**config.mk**
```make
export PLATFORM = sky130hd
export DESIGN_NAME = atc_brake_pattern_top
export DESIGN_NICKNAME = d
export VERILOG_FILES = /design/src/atc_bp_pkg.sv /design/src/atc_bp_front.sv /design/src/atc_bp_fifo.sv /design/src/atc_bp_back.sv /design/src/atc_brake_pattern_top.sv
export SDC_FILE = /design/constraint.sdc
export NUM_CORES = 2
export LEC_CHECK = 0
export ABC_AREA = 1
export BUFFER_PORTS_ARGS = -buffer_cell sky130_fd_sc_hd__buf_2
export CAP_MARGIN = 20
export CORE_MARGIN = 3
export CORE_UTILIZATION = 28
export CTS_CLUSTER_DIAMETER = 40
export DETAILED_ROUTE_END_ITERATION = 10
export SLEW_MARGIN = 15
export SYNTH_ARGS = -nofsm -noshare
export SYNTH_HDL_FRONTEND = slang
export SYNTH_SLANG_ARGS = --single-unit
```
**constraint.sdc**
```tcl
create_clock -name clk_i -period 8.1 [get_ports clk_i]
set_input_delay 0.81 -clock clk_i [delete_from_list [all_inputs] [get_ports clk_i]]
set_output_delay 0.81 -clock clk_i [all_outputs]
set_load 0.01 [all_outputs]
```
**src/atc_bp_pkg.sv**
```systemverilog
// ----------------------------------------------------------------------------
// atc_bp_pkg: shared types and constants for the brake pattern block
// Holds the register file layout, the item passed between front and back,
// and the fixed-point constants used by the square root and notch ladder.
// ----------------------------------------------------------------------------
`default_nettype none

package atc_bp_pkg;

  // Register indexes on the configuration port
  typedef enum logic [2:0] {
    CFG_STOP_POSITION = 3'd0,
    CFG_DECEL         = 3'd1,
    CFG_MAX_SPEED     = 3'd2,
    CFG_APPROACH_TIME = 3'd3,
    CFG_SERVICE_NOTCH = 3'd4,
    CFG_EMERG_NOTCH   = 3'd5,
    CFG_OVERRIDE      = 3'd6
  } cfg_idx_e;

  // Override codes; the unused code behaves as normal
  typedef enum logic [1:0] {
    OVR_NORMAL    = 2'd0,
    OVR_SERVICE   = 2'd1,
    OVR_EMERGENCY = 2'd2
  } ovr_mode_e;

  typedef struct packed {
    logic [19:0] stop_position_m;
    logic [7:0]  decel_constant;
    logic [8:0]  max_pattern_speed;
    logic [7:0]  approach_time_tenths;
    logic [7:0]  service_max_notch;
    logic [7:0]  emergency_notch;
    logic [1:0]  override_mode;
  } cfg_t;

  localparam int PROD_W = 35;  // remaining cm * decel
  localparam int PROJ_W = 25;  // 10*V + A*t, signed
  localparam int ROOT_W = 9;   // pattern speed width
  localparam int DIST_W = 27;  // 100 * 20-bit meters

  // Any product at or above this has a root beyond the 9-bit range
  localparam logic [PROD_W-1:0] SQRT_SAT_LIM = PROD_W'(100 * (1 << (2 * ROOT_W)));

  localparam int OVER_MARGIN_CENTI = 1000;  // 10 km/h
  localparam int LADDER_STEP       = 400;   // 4.00 km/h per notch, centi
  // floor(x/25) = (x * RECIP25) >> RECIP_SHIFT, exact for x < 43690
  localparam int RECIP25     = 5243;
  localparam int RECIP_SHIFT = 17;

  typedef struct packed {
    logic [PROD_W-1:0] prod;    // remaining distance (cm) times decel
    logic [PROJ_W-1:0] proj;    // projected speed term, two's complement
    logic [15:0]       speed;   // V in 0.01 km/h
  } fe_item_t;

  function automatic logic [PROD_W-1:0] times100(input logic [PROD_W-1:0] x);
    times100 = (x << 6) + (x << 5) + (x << 2);
  endfunction

endpackage

`default_nettype wire

```
**src/atc_bp_front.sv**
```systemverilog
// ----------------------------------------------------------------------------
// atc_bp_front: sample intake
// Two-stage pipeline: remaining distance and projected speed, then the
// distance times decel product handed to the queue.
// ----------------------------------------------------------------------------
`default_nettype none

module atc_bp_front
  import atc_bp_pkg::*;
(
  input  wire logic        clk_i,
  input  wire logic        rst_ni,
  input  wire cfg_t        cfg_i,
  input  wire logic        s_valid_i,
  output logic             s_ready_o,
  input  wire logic [31:0] position_cm_i,
  input  wire logic [15:0] speed_centi_kmh_i,
  input  wire logic [15:0] accel_centi_i,
  output fe_item_t         item_o,
  output logic             item_valid_o,
  input  wire logic        item_ready_i
);

  logic              f1_vld_q, f2_vld_q;
  logic              f1_rdy, f2_rdy;
  logic [DIST_W-1:0] lim_cm;
  logic              beyond;
  logic [DIST_W-1:0] dist_d, dist_q;
  logic [19:0]       v_x10;
  logic signed [PROJ_W-1:0] acc_t;
  logic signed [PROJ_W-1:0] proj_d;
  logic [PROJ_W-1:0] f1_proj_q;
  logic [15:0]       f1_speed_q;
  fe_item_t          f2_item_q;

  assign f2_rdy    = !f2_vld_q || item_ready_i;
  assign f1_rdy    = !f1_vld_q || f2_rdy;
  assign s_ready_o = f1_rdy;

  // stage 1: distance to the stop limit, projected speed
  always_comb begin
    lim_cm = DIST_W'(cfg_i.stop_position_m) * DIST_W'(100);
    beyond = position_cm_i > 32'(lim_cm);
    dist_d = beyond ? '0 : lim_cm - position_cm_i[DIST_W-1:0];
    v_x10  = 20'(speed_centi_kmh_i) * 20'd10;
    acc_t  = PROJ_W'($signed(accel_centi_i)) *
             PROJ_W'($signed({1'b0, cfg_i.approach_time_tenths}));
    proj_d = $signed({5'b0, v_x10}) + acc_t;
  end

  always_ff @(posedge clk_i or negedge rst_ni) begin
    if (!rst_ni) begin
      f1_vld_q <= 1'b0;
      f2_vld_q <= 1'b0;
    end else begin
      if (f1_rdy) f1_vld_q <= s_valid_i;
      if (f2_rdy) f2_vld_q <= f1_vld_q;
    end
  end

  always_ff @(posedge clk_i) begin
    if (f1_rdy && s_valid_i) begin
      dist_q     <= dist_d;
      f1_proj_q  <= proj_d;
      f1_speed_q <= speed_centi_kmh_i;
    end
  end

  // stage 2: distance times decel
  always_ff @(posedge clk_i) begin
    if (f2_rdy && f1_vld_q) begin
      f2_item_q.prod  <= PROD_W'(dist_q) * PROD_W'(cfg_i.decel_constant);
      f2_item_q.proj  <= f1_proj_q;
      f2_item_q.speed <= f1_speed_q;
    end
  end

  assign item_o       = f2_item_q;
  assign item_valid_o = f2_vld_q;

endmodule

`default_nettype wire

```
**src/atc_bp_fifo.sv**
```systemverilog
// ----------------------------------------------------------------------------
// atc_bp_fifo: short queue between front and back
// Register-based, first-word fall-through, full and empty from a count.
// ----------------------------------------------------------------------------
`default_nettype none

module atc_bp_fifo #(
  parameter int Width = 8,
  parameter int Depth = 4
) (
  input  wire logic             clk_i,
  input  wire logic             rst_ni,
  input  wire logic             push_valid_i,
  output logic                  push_ready_o,
  input  wire logic [Width-1:0] push_data_i,
  output logic                  pop_valid_o,
  input  wire logic             pop_ready_i,
  output logic [Width-1:0]      pop_data_o
);

  localparam int PtrW = (Depth > 1) ? $clog2(Depth) : 1;
  localparam int CntW = $clog2(Depth + 1);

  logic [Width-1:0] mem_q [Depth];
  logic [PtrW-1:0]  wr_ptr_q, rd_ptr_q;
  logic [CntW-1:0]  cnt_q;
  logic             push, pop;

  assign push_ready_o = cnt_q != CntW'(Depth);
  assign pop_valid_o  = cnt_q != '0;
  assign push         = push_valid_i && push_ready_o;
  assign pop          = pop_valid_o && pop_ready_i;
  assign pop_data_o   = mem_q[rd_ptr_q];

  always_ff @(posedge clk_i or negedge rst_ni) begin
    if (!rst_ni) begin
      wr_ptr_q <= '0;
      rd_ptr_q <= '0;
      cnt_q    <= '0;
    end else begin
      if (push) wr_ptr_q <= (wr_ptr_q == PtrW'(Depth - 1)) ? '0 : wr_ptr_q + PtrW'(1);
      if (pop)  rd_ptr_q <= (rd_ptr_q == PtrW'(Depth - 1)) ? '0 : rd_ptr_q + PtrW'(1);
      if (push && !pop)      cnt_q <= cnt_q + CntW'(1);
      else if (pop && !push) cnt_q <= cnt_q - CntW'(1);
    end
  end

  always_ff @(posedge clk_i) begin
    if (push) mem_q[wr_ptr_q] <= push_data_i;
  end

  a_cnt_bound: assert property (@(posedge clk_i) disable iff (!rst_ni)
    cnt_q <= CntW'(Depth))
    else $error("queue count beyond depth");

endmodule

`default_nettype wire

```
**src/atc_bp_back.sv**
```systemverilog
// ----------------------------------------------------------------------------
// atc_bp_back: pattern speed and brake selection
// Pipelined root (one bit per stage), cap and compare, ladder product,
// reciprocal divide, then notch selection into the output register.
// ----------------------------------------------------------------------------
`default_nettype none

module atc_bp_back
  import atc_bp_pkg::*;
(
  input  wire logic  clk_i,
  input  wire logic  rst_ni,
  input  wire cfg_t  cfg_i,
  input  wire fe_item_t item_i,
  input  wire logic  item_valid_i,
  output logic       item_ready_o,
  output logic       m_valid_o,
  input  wire logic  m_ready_i,
  output logic [8:0] pattern_speed_kmh_o,
  output logic [7:0] brake_notch_o,
  output logic       pattern_near_o
);

  localparam int NSQ = ROOT_W;     // root stages
  localparam int SC  = NSQ;        // cap and compare
  localparam int SM  = NSQ + 1;    // ladder product
  localparam int SQ  = NSQ + 2;    // divide by step
  localparam int SO  = NSQ + 3;    // output
  localparam int NST = NSQ + 4;

  typedef struct packed {
    logic near;
    logic below;
    logic over;
    logic vzero;
  } bk_flags_t;

  logic [NST-1:0] vld_q;
  logic [NST:0]   stg_rdy;
  logic [NST-1:0] stg_in_vld;
  logic [NST-1:0] load;

  assign stg_rdy[NST]  = m_ready_i;
  assign stg_in_vld    = {vld_q[NST-2:0], item_valid_i};
  assign item_ready_o  = stg_rdy[0];

  for (genvar i = 0; i < NST; i++) begin : g_ctl
    assign stg_rdy[i] = !vld_q[i] || stg_rdy[i+1];
    assign load[i]    = stg_rdy[i] && stg_in_vld[i];
  end

  always_ff @(posedge clk_i or negedge rst_ni) begin
    if (!rst_ni) begin
      vld_q <= '0;
    end else begin
      for (int i = 0; i < NST; i++) begin
        if (stg_rdy[i]) vld_q[i] <= stg_in_vld[i];
      end
    end
  end

  // --------------------------------------------------------------------------
  // Root: largest s < 512 with 100*s*s <= prod, one bit per stage
  // --------------------------------------------------------------------------
  logic [PROD_W-1:0] rem_q   [NSQ];
  logic [ROOT_W-1:0] root_q  [NSQ];
  logic [PROJ_W-1:0] proj_q  [NSQ];
  logic [15:0]       spd_q   [NSQ];
  logic [NSQ-1:0]    big_q;

  for (genvar j = 0; j < NSQ; j++) begin : g_sq
    localparam int K = NSQ - 1 - j;
    logic [PROD_W-1:0] rem_in, trial;
    logic [ROOT_W-1:0] root_in;
    logic [PROJ_W-1:0] proj_in;
    logic [15:0]       spd_in;
    logic              big_in;

    if (j == 0) begin : g_first
      assign rem_in  = item_i.prod;
      assign root_in = '0;
      assign proj_in = item_i.proj;
      assign spd_in  = item_i.speed;
      assign big_in  = item_i.prod >= SQRT_SAT_LIM;
    end else begin : g_next
      assign rem_in  = rem_q[j-1];
      assign root_in = root_q[j-1];
      assign proj_in = proj_q[j-1];
      assign spd_in  = spd_q[j-1];
      assign big_in  = big_q[j-1];
    end

    // 100 * ((s+b)^2 - s^2) with b = 2^K
    assign trial = times100((PROD_W'(root_in) << (K + 1)) + (PROD_W'(1) << (2 * K)));

    always_ff @(posedge clk_i) begin
      if (load[j]) begin
        if (rem_in >= trial) begin
          rem_q[j]  <= rem_in - trial;
          root_q[j] <= root_in | (ROOT_W'(1) << K);
        end else begin
          rem_q[j]  <= rem_in;
          root_q[j] <= root_in;
        end
        proj_q[j] <= proj_in;
        spd_q[j]  <= spd_in;
        big_q[j]  <= big_in;
      end
    end
  end

  // --------------------------------------------------------------------------
  // Cap, approach flag, speed versus pattern
  // --------------------------------------------------------------------------
  logic [8:0]        s_cap;
  logic [16:0]       s100;
  logic [PROJ_W-1:0] s1000;
  bk_flags_t         c_fl_d, c_fl_q, m_fl_q, q_fl_q;
  logic [8:0]        c_s_q, m_s_q, q_s_q;
  logic [15:0]       c_diff_q;

  always_comb begin
    if (big_q[NSQ-1] || root_q[NSQ-1] > cfg_i.max_pattern_speed) begin
      s_cap = cfg_i.max_pattern_speed;
    end else begin
      s_cap = root_q[NSQ-1];
    end
    s100         = 17'(s_cap) * 17'd100;
    s1000        = PROJ_W'(s_cap) * PROJ_W'(1000);
    c_fl_d.near  = $signed(proj_q[NSQ-1]) >= $signed(s1000);
    c_fl_d.below = {1'b0, spd_q[NSQ-1]} < s100;
    c_fl_d.over  = 18'(spd_q[NSQ-1]) > 18'(s100) + 18'(OVER_MARGIN_CENTI);
    c_fl_d.vzero = spd_q[NSQ-1] == '0;
  end

  always_ff @(posedge clk_i) begin
    if (load[SC]) begin
      c_s_q    <= s_cap;
      c_fl_q   <= c_fl_d;
      c_diff_q <= spd_q[NSQ-1] - s100[15:0];
    end
  end

  // --------------------------------------------------------------------------
  // Ladder: D = (V - 100*S) * floor(E/2)
  // --------------------------------------------------------------------------
  logic [22:0] m_d_q;

  always_ff @(posedge clk_i) begin
    if (load[SM]) begin
      m_s_q  <= c_s_q;
      m_fl_q <= c_fl_q;
      m_d_q  <= 23'(c_diff_q) * 23'(cfg_i.emergency_notch[7:1]);
    end
  end

  // floor(D/400) = floor((D>>4)/25); only used when D < 400*(E-1)
  logic [31:0] qp;
  logic [17:0] ladder_lim;
  logic        ladder_ok;
  logic [7:0]  q_q;
  logic        q_ok_q;

  always_comb begin
    qp         = 32'(m_d_q[22:4]) * 32'(RECIP25);
    ladder_lim = (18'(cfg_i.emergency_notch) - 18'd1) * 18'(LADDER_STEP);
    ladder_ok  = (cfg_i.emergency_notch >= 8'd2) && (m_d_q < 23'(ladder_lim));
  end

  always_ff @(posedge clk_i) begin
    if (load[SQ]) begin
      q_s_q  <= m_s_q;
      q_fl_q <= m_fl_q;
      q_q    <= qp[RECIP_SHIFT +: 8];
      q_ok_q <= ladder_ok;
    end
  end

  // --------------------------------------------------------------------------
  // Notch selection
  // --------------------------------------------------------------------------
  ovr_mode_e  mode;
  logic [7:0] brake_d;
  logic [8:0] o_s_q;
  logic [7:0] o_brake_q;
  logic       o_near_q;

  always_comb begin
    mode = ovr_mode_e'(cfg_i.override_mode);
    if (q_fl_q.over) mode = OVR_EMERGENCY;
    if (q_fl_q.vzero && q_s_q == '0) mode = OVR_SERVICE;
    brake_d = '0;
    if (q_fl_q.near && !q_fl_q.below) begin
      case (mode)
        OVR_SERVICE:   brake_d = cfg_i.service_max_notch;
        OVR_EMERGENCY: brake_d = cfg_i.emergency_notch;
        default: begin
          if (q_fl_q.vzero) brake_d = cfg_i.service_max_notch;
          else if (q_ok_q)  brake_d = q_q + 8'd1;
          else              brake_d = cfg_i.emergency_notch;
        end
      endcase
    end
  end

  always_ff @(posedge clk_i) begin
    if (load[SO]) begin
      o_s_q     <= q_s_q;
      o_brake_q <= brake_d;
      o_near_q  <= q_fl_q.near;
    end
  end

  assign m_valid_o           = vld_q[SO];
  assign pattern_speed_kmh_o = o_s_q;
  assign brake_notch_o       = o_brake_q;
  assign pattern_near_o      = o_near_q;

  a_brake_needs_near: assert property (@(posedge clk_i) disable iff (!rst_ni)
    vld_q[SO] && o_brake_q != '0 |-> o_near_q)
    else $error("brake applied without pattern approach");

  a_speed_capped: assert property (@(posedge clk_i) disable iff (!rst_ni)
    vld_q[SO] |-> o_s_q <= cfg_i.max_pattern_speed)
    else $error("pattern speed above cap");

  a_ladder_range: assert property (@(posedge clk_i) disable iff (!rst_ni)
    vld_q[SQ] && q_ok_q |-> 9'(q_q) + 9'd1 < 9'(cfg_i.emergency_notch))
    else $error("ladder notch out of range");

endmodule

`default_nettype wire

```
**src/atc_brake_pattern_top.sv**
```systemverilog
// ----------------------------------------------------------------------------
// atc_brake_pattern_top: train-protection brake pattern
// Turns position, speed and acceleration samples into a pattern speed, a
// pattern-approach flag and a brake notch.
// ----------------------------------------------------------------------------
// Usage:
//   Input items arrive on the s_axis channel, one sample per item: position
//   in cm, speed in 0.01 km/h, signed acceleration in 0.01 km/h/s. Each item
//   produces exactly one result item on m_axis, in order.
//   Throughput: one item per clock cycle when m_axis_tready stays high.
//   On its way to m_axis_tvalid an item passes 2 front stages (the first
//   loads on the accepting edge), the queue, 9 root stages, 3
//   compare/ladder stages and the output register.
//   The root unit resolves one bit per stage, which sets depth.
//   The front and back are separated by a small queue; a stalled receiver
//   holds the back pipeline, the queue fills, then the front stalls and
//   s_axis_tready drops. No item is dropped or duplicated.
//   Configuration writes (cfg_we_i, cfg_addr_i, cfg_data_i) take effect on
//   the clock edge and must only be issued while no item is in flight.
//   Reset (rst_ni low, asynchronous) empties the pipelines and loads the
//   default register values: stop 225400 m, decel 18, cap 120 km/h,
//   look-ahead 2.5 s, service notch 8, emergency notch 9, normal mode.
// ----------------------------------------------------------------------------
`default_nettype none

module atc_brake_pattern_top
  import atc_bp_pkg::*;
#(
  parameter int FifoDepth = 4
) (
  input  wire logic        clk_i,
  input  wire logic        rst_ni,
  // cfg
  input  wire logic        cfg_we_i,
  input  wire logic [2:0]  cfg_addr_i,
  input  wire logic [19:0] cfg_data_i,
  // sample input
  input  wire logic        s_axis_tvalid,
  output logic             s_axis_tready,
  input  wire logic [63:0] s_axis_tdata,  // position_cm, speed_centi_kmh, accel_centi
  // result output
  output logic             m_axis_tvalid,
  input  wire logic        m_axis_tready,
  output logic [23:0]      m_axis_tdata   // pattern_speed_kmh, brake_notch, pattern_near, 0s
);

  localparam int ItemW = $bits(fe_item_t);

  cfg_t cfg_d, cfg_q;

  // register file
  always_comb begin
    cfg_d = cfg_q;
    if (cfg_we_i) begin
      case (cfg_idx_e'(cfg_addr_i))
        CFG_STOP_POSITION: cfg_d.stop_position_m      = cfg_data_i;
        CFG_DECEL:         cfg_d.decel_constant       = cfg_data_i[7:0];
        CFG_MAX_SPEED:     cfg_d.max_pattern_speed    = cfg_data_i[8:0];
        CFG_APPROACH_TIME: cfg_d.approach_time_tenths = cfg_data_i[7:0];
        CFG_SERVICE_NOTCH: cfg_d.service_max_notch    = cfg_data_i[7:0];
        CFG_EMERG_NOTCH:   cfg_d.emergency_notch      = cfg_data_i[7:0];
        CFG_OVERRIDE:      cfg_d.override_mode        = cfg_data_i[1:0];
        default: ;  // writes beyond the map are ignored
      endcase
    end
  end

  always_ff @(posedge clk_i or negedge rst_ni) begin
    if (!rst_ni) begin
      cfg_q.stop_position_m      <= 20'd225400;
      cfg_q.decel_constant       <= 8'd18;
      cfg_q.max_pattern_speed    <= 9'd120;
      cfg_q.approach_time_tenths <= 8'd25;
      cfg_q.service_max_notch    <= 8'd8;
      cfg_q.emergency_notch      <= 8'd9;
      cfg_q.override_mode        <= OVR_NORMAL;
    end else begin
      cfg_q <= cfg_d;
    end
  end

  // front -> queue -> back
  fe_item_t            fe_item, bk_item;
  logic                fe_valid, fe_ready;
  logic                bk_valid, bk_ready;
  logic [ItemW-1:0]    q_data;
  logic [8:0]          pattern_speed_kmh;
  logic [7:0]          brake_notch;
  logic                pattern_near;

  atc_bp_front u_front (
    .clk_i             (clk_i),
    .rst_ni            (rst_ni),
    .cfg_i             (cfg_q),
    .s_valid_i         (s_axis_tvalid),
    .s_ready_o         (s_axis_tready),
    .position_cm_i     (s_axis_tdata[31:0]),
    .speed_centi_kmh_i (s_axis_tdata[47:32]),
    .accel_centi_i     (s_axis_tdata[63:48]),
    .item_o            (fe_item),
    .item_valid_o      (fe_valid),
    .item_ready_i      (fe_ready)
  );

  atc_bp_fifo #(
    .Width (ItemW),
    .Depth (FifoDepth)
  ) u_fifo (
    .clk_i        (clk_i),
    .rst_ni       (rst_ni),
    .push_valid_i (fe_valid),
    .push_ready_o (fe_ready),
    .push_data_i  (fe_item),
    .pop_valid_o  (bk_valid),
    .pop_ready_i  (bk_ready),
    .pop_data_o   (q_data)
  );

  assign bk_item = fe_item_t'(q_data);

  atc_bp_back u_back (
    .clk_i               (clk_i),
    .rst_ni              (rst_ni),
    .cfg_i               (cfg_q),
    .item_i              (bk_item),
    .item_valid_i        (bk_valid),
    .item_ready_o        (bk_ready),
    .m_valid_o           (m_axis_tvalid),
    .m_ready_i           (m_axis_tready),
    .pattern_speed_kmh_o (pattern_speed_kmh),
    .brake_notch_o       (brake_notch),
    .pattern_near_o      (pattern_near)
  );

  assign m_axis_tdata = {6'b0, pattern_near, brake_notch, pattern_speed_kmh};

endmodule

`default_nettype wire

```
==> summary.md <==
| Metric | Value |
|---|---|
| Syn Inst Count | 8462 |
| Worst skew pair latency | ~0.81 ns |
| Die Y | roughly 560 um |
| Worst r2r dst | u_back.c_fl_q[3]$_DFFE_PP_ |
| Reg-to-Reg Start | cfg_q[32]$_DFFE_PN1P_ |
| CP Data Arrival Time | approximately 7.6 ns |
| DIE AREA | 311200 sq um |
| Clk pin slew, worst setup/hold paths | approximately 0.06 ns |
| Largest family of logic cells by synthesized area | adder cells |
| Slew Limit Fails | 0 |
| MaxCap Viol Count | 0 |
| Worst Setup End Kind | register |
| R2R setup slack | between 1 and 1.5 ns |
| Crit path max fanout | 17 |
| Sequential-to-total area share from yosys stat | 0.4655 |
| Dpl hpwl | 143900 um |
| YS warnings | 0 |
| Residual DRC count | 0 |
| Synth Flop Type | edfxtp_1 |
| Adder-cell share of the synthesized area | 0.2184 |
| WL/cell | between 10 and 15 um |
| Critical path type | reg -> reg |
| Post-DRT Antenna Nets | 0 |
| Synth area leaders | edfxtp_1 44%, fa_1 12%, ha_1 10% |
| Mux cell area share after synthesis | 0 |
| Core ar. | around 300000 sq um |
| Post-CTS Setup Bufs | 0 |
| Max_slew headroom | 0.2220 |
| Critical path's slowest cell | o21ai_0 |
| Gates resized, CTS repair | 0 |
| Worst r2r path cells | 29 |
| # hold bufs at CTS | 1 |
| Mapped Area | around 85000 sq um |
| Die Width | around 560 um |
| Number of synthesized flops with an enable pin | 1250 |
| RSZ-0062 raised after global routing | false |
| Synthesized area per cell | around 10 sq um |
| Total CTS buffers | about 170 |
| Clk sinks | about 1300 |
| Crit path max-delay family | adder cells |
| CTS tree | yes |
| Achievable Freq | around 140 MHz |
| Hold path startpoint | s_axis_tdata[45] |
| Final Skew | 0.07997 ns |
| Routed vias/inst | 4.410 |
| Post-synthesis simple-gate area fraction | 0.1349 |
| Cell taking the most area after synthesis | edfxtp_1 |
| Hold Crit Depth | 1 |
| Worst-margin pin slew | around 1.2 ns |
| CP bufs+invs | 4 |
| Initial DRC Count | 3707 |
| Compound-gate portion of the synthesized area | 0.06722 |
| Initial antenna violation count | 13 |
| Status | finished clean |
| CP Launch Type | register |
| Vias in the first global route | roughly 56000 |
| HP Class | in -> reg |
| Drt total wl | 189100 um |
| Synth cell types | 62 |
| Setup Viol. Count Final | 0 |
| Syn-to-layout area delta | 12.66% |
| Fin crit share | 0.8694 |
| Post-route minimum period | about 7 ns |
| Ratio of cells with drive above 1 in the final layout | 0.06462 |
| H-tree lvl count | 4 |
| Via count | 55850 |
| FILL cells | ~31000 |
| Yosys top cell area share | 0.4402 |
| Nets@finish | between 9000 and 10000 |
| Critical Path RT | 8.62 ns |
| Worst stage delay on the critical path | ~0.67 ns |
| First-pass GRT wire length | 305500 um |
| Asr flop ratio synth | 0.06367 |
| Hold endpoint | u_front.f1_speed_q[13]$_DFFE_PP_ |
| Total Negative Setup Slacks | 0 ns |
| Detailed Routing Iterations Pass 1 | 6 |
| IO Count | 118 |
| Total GRT Usage | 0.1219 |
| Gr ovfl total | 0 |
| Yosys reg bits | around 1300 |
| Rows | 201 |
| Fin. Hold Viols | 0 |
| Initial core utilization | 0.2828 |
| RD Place Congestion | between 0.9 and 1 |
| Root buf cell | clkbuf_16 |
| I/O Buffers | 111 |
| Largest net degree at the start of global routing | 87 |
| XOR/XNOR share of the synthesized area | 0.03318 |
| Clock buffer depth | 3 |
## metal layers
metal	wire [um]	global-route usage
met1	89790	0.1716
met5	0	0
met2	85850	0.1961
met4	4749	0.03181
met3	8761	0.01707
## synth_stat cells (64+ instances only)
library cell and number:
a21oi_1 425, clkbuf_1 165, dfrtp_1 64, edfxtp_1 1250, fa_1 494, ha_1 698
inv_1 1549, nand2_1 1659, nand3_1 257, nand4_1 87, nor2_1 527, nor3_1 71
o21ai_0 396, xnor2_1 109, xor2_1 214
## final cells by class
class / count / area (sq um) / share of cell area
Antenna cell: 9 / 22.52 / 0.0002344
Clock buffer: 199 / 4458 / 0.04641
Clock inverter: 116 / 1364 / 0.01420
Inverter: 1557 / 5857 / 0.06097
Multi-Input combinational cell: 5332 / 38770 / 0.4035
Sequential cell: 1335 / 39690 / 0.4132
Tap cell: 3958 / 4952 / 0.05155
Timing Repair Buffer: 158 / 950.9 / 0.009899
## sequential cells by signal, indices dropped and copies added (netlist names), 9 cells and up
name	count
cfg_q	63
u_back.c_diff_q	16
u_back.c_s_q	9
u_back.m_d_q	19
u_back.m_s_q	9
u_back.pattern_speed_kmh_o	9
u_back.proj_q	225
u_back.q_s_q	9
u_back.rem_q	278
u_back.root_q	45
u_back.spd_q	144
u_back.vld_q	13
u_fifo.mem_q	304
u_front.dist_q	27
u_front.f1_proj_q	25
u_front.f1_speed_q	16
u_front.item_o	76
## stage by stage
stage / hold WS [ns] / util / std cells / setup slack (ns) / cell area (sq um)
floorplan: 0.4003 / - / 8467 / 1.688 / 85290
global placement: 0.4013 / 0.2989 / 12330 / 1.023 / 90120
detailed placement: 0.4045 / 0.2990 / 12340 / 1.085 / 90150
CTS: 0.2104 / 0.3183 / 12650 / 1.099 / 95980
global route: 0.2297 / 0.3185 / 12660 / 0.5498 / 96050
finish: 0.2717 / 0.3186 / 12660 / 1.058 / 96060
## kinds of logic (layout without fill, tap and decap cells)
| family | count (synthesis) | after routing |
|---|---|---|
| simple gates | 2765 | 2765 |
| buf+inv | 1800 | 2030 |
| flops | 1335 | 1335 |
| fa+ha+maj | 1192 | 1192 |
| compound gates | 1046 | 1046 |
| xor+xnor | 323 | 323 |
| other cells | 1 | 15 |
## worst max path at each step
stage | cells after the start | end | from | slack [ns]
2_1_floorplan | 32 | u_back.c_fl_q[3]$_DFFE_PP_ | cfg_q[30]$_DFFE_PN1P_ | 1.69
3_3_place_gp | 31 | u_back.c_fl_q[3]$_DFFE_PP_ | cfg_q[30]$_DFFE_PN1P_ | 1.02
3_5_place_dp | 29 | u_back.c_fl_q[3]$_DFFE_PP_ | cfg_q[32]$_DFFE_PN1P_ | 1.09
4_1_cts | 29 | u_back.c_fl_q[3]$_DFFE_PP_ | cfg_q[32]$_DFFE_PN1P_ | 1.10
5_1_grt | 32 | u_back.c_fl_q[3]$_DFFE_PP_ | cfg_q[32]$_DFFE_PN1P_ | 0.55
6_report | 29 | u_back.c_fl_q[3]$_DFFE_PP_ | cfg_q[32]$_DFFE_PN1P_ | 1.06
## layout by cell type, fill, tap and decap left out, drive strengths merged, types with 20 or more instances in the layout
cell | Yosys | layout
a21o | 34 | 34
a21oi | 425 | 425
a31oi | 20 | 20
buf | 72 | 157
clkbuf | 171 | 199
clkinv | 0 | 62
dfrtp | 64 | 64
dfstp | 21 | 21
edfxtp | 1250 | 1250
fa | 494 | 494
ha | 698 | 698
inv | 1557 | 1587
nand2 | 1677 | 1677
nand3 | 262 | 262
nand4 | 87 | 87
nor2 | 544 | 544
nor3 | 71 | 71
nor4 | 62 | 62
o211ai | 23 | 23
o21ai | 410 | 410
o21bai | 26 | 26
o22ai | 42 | 42
or2 | 32 | 32
xnor2 | 109 | 109
xor2 | 214 | 214
Power is not shown: default switching activity piles up to over one toggle a cycle in this logic, so the estimate is an artifact.
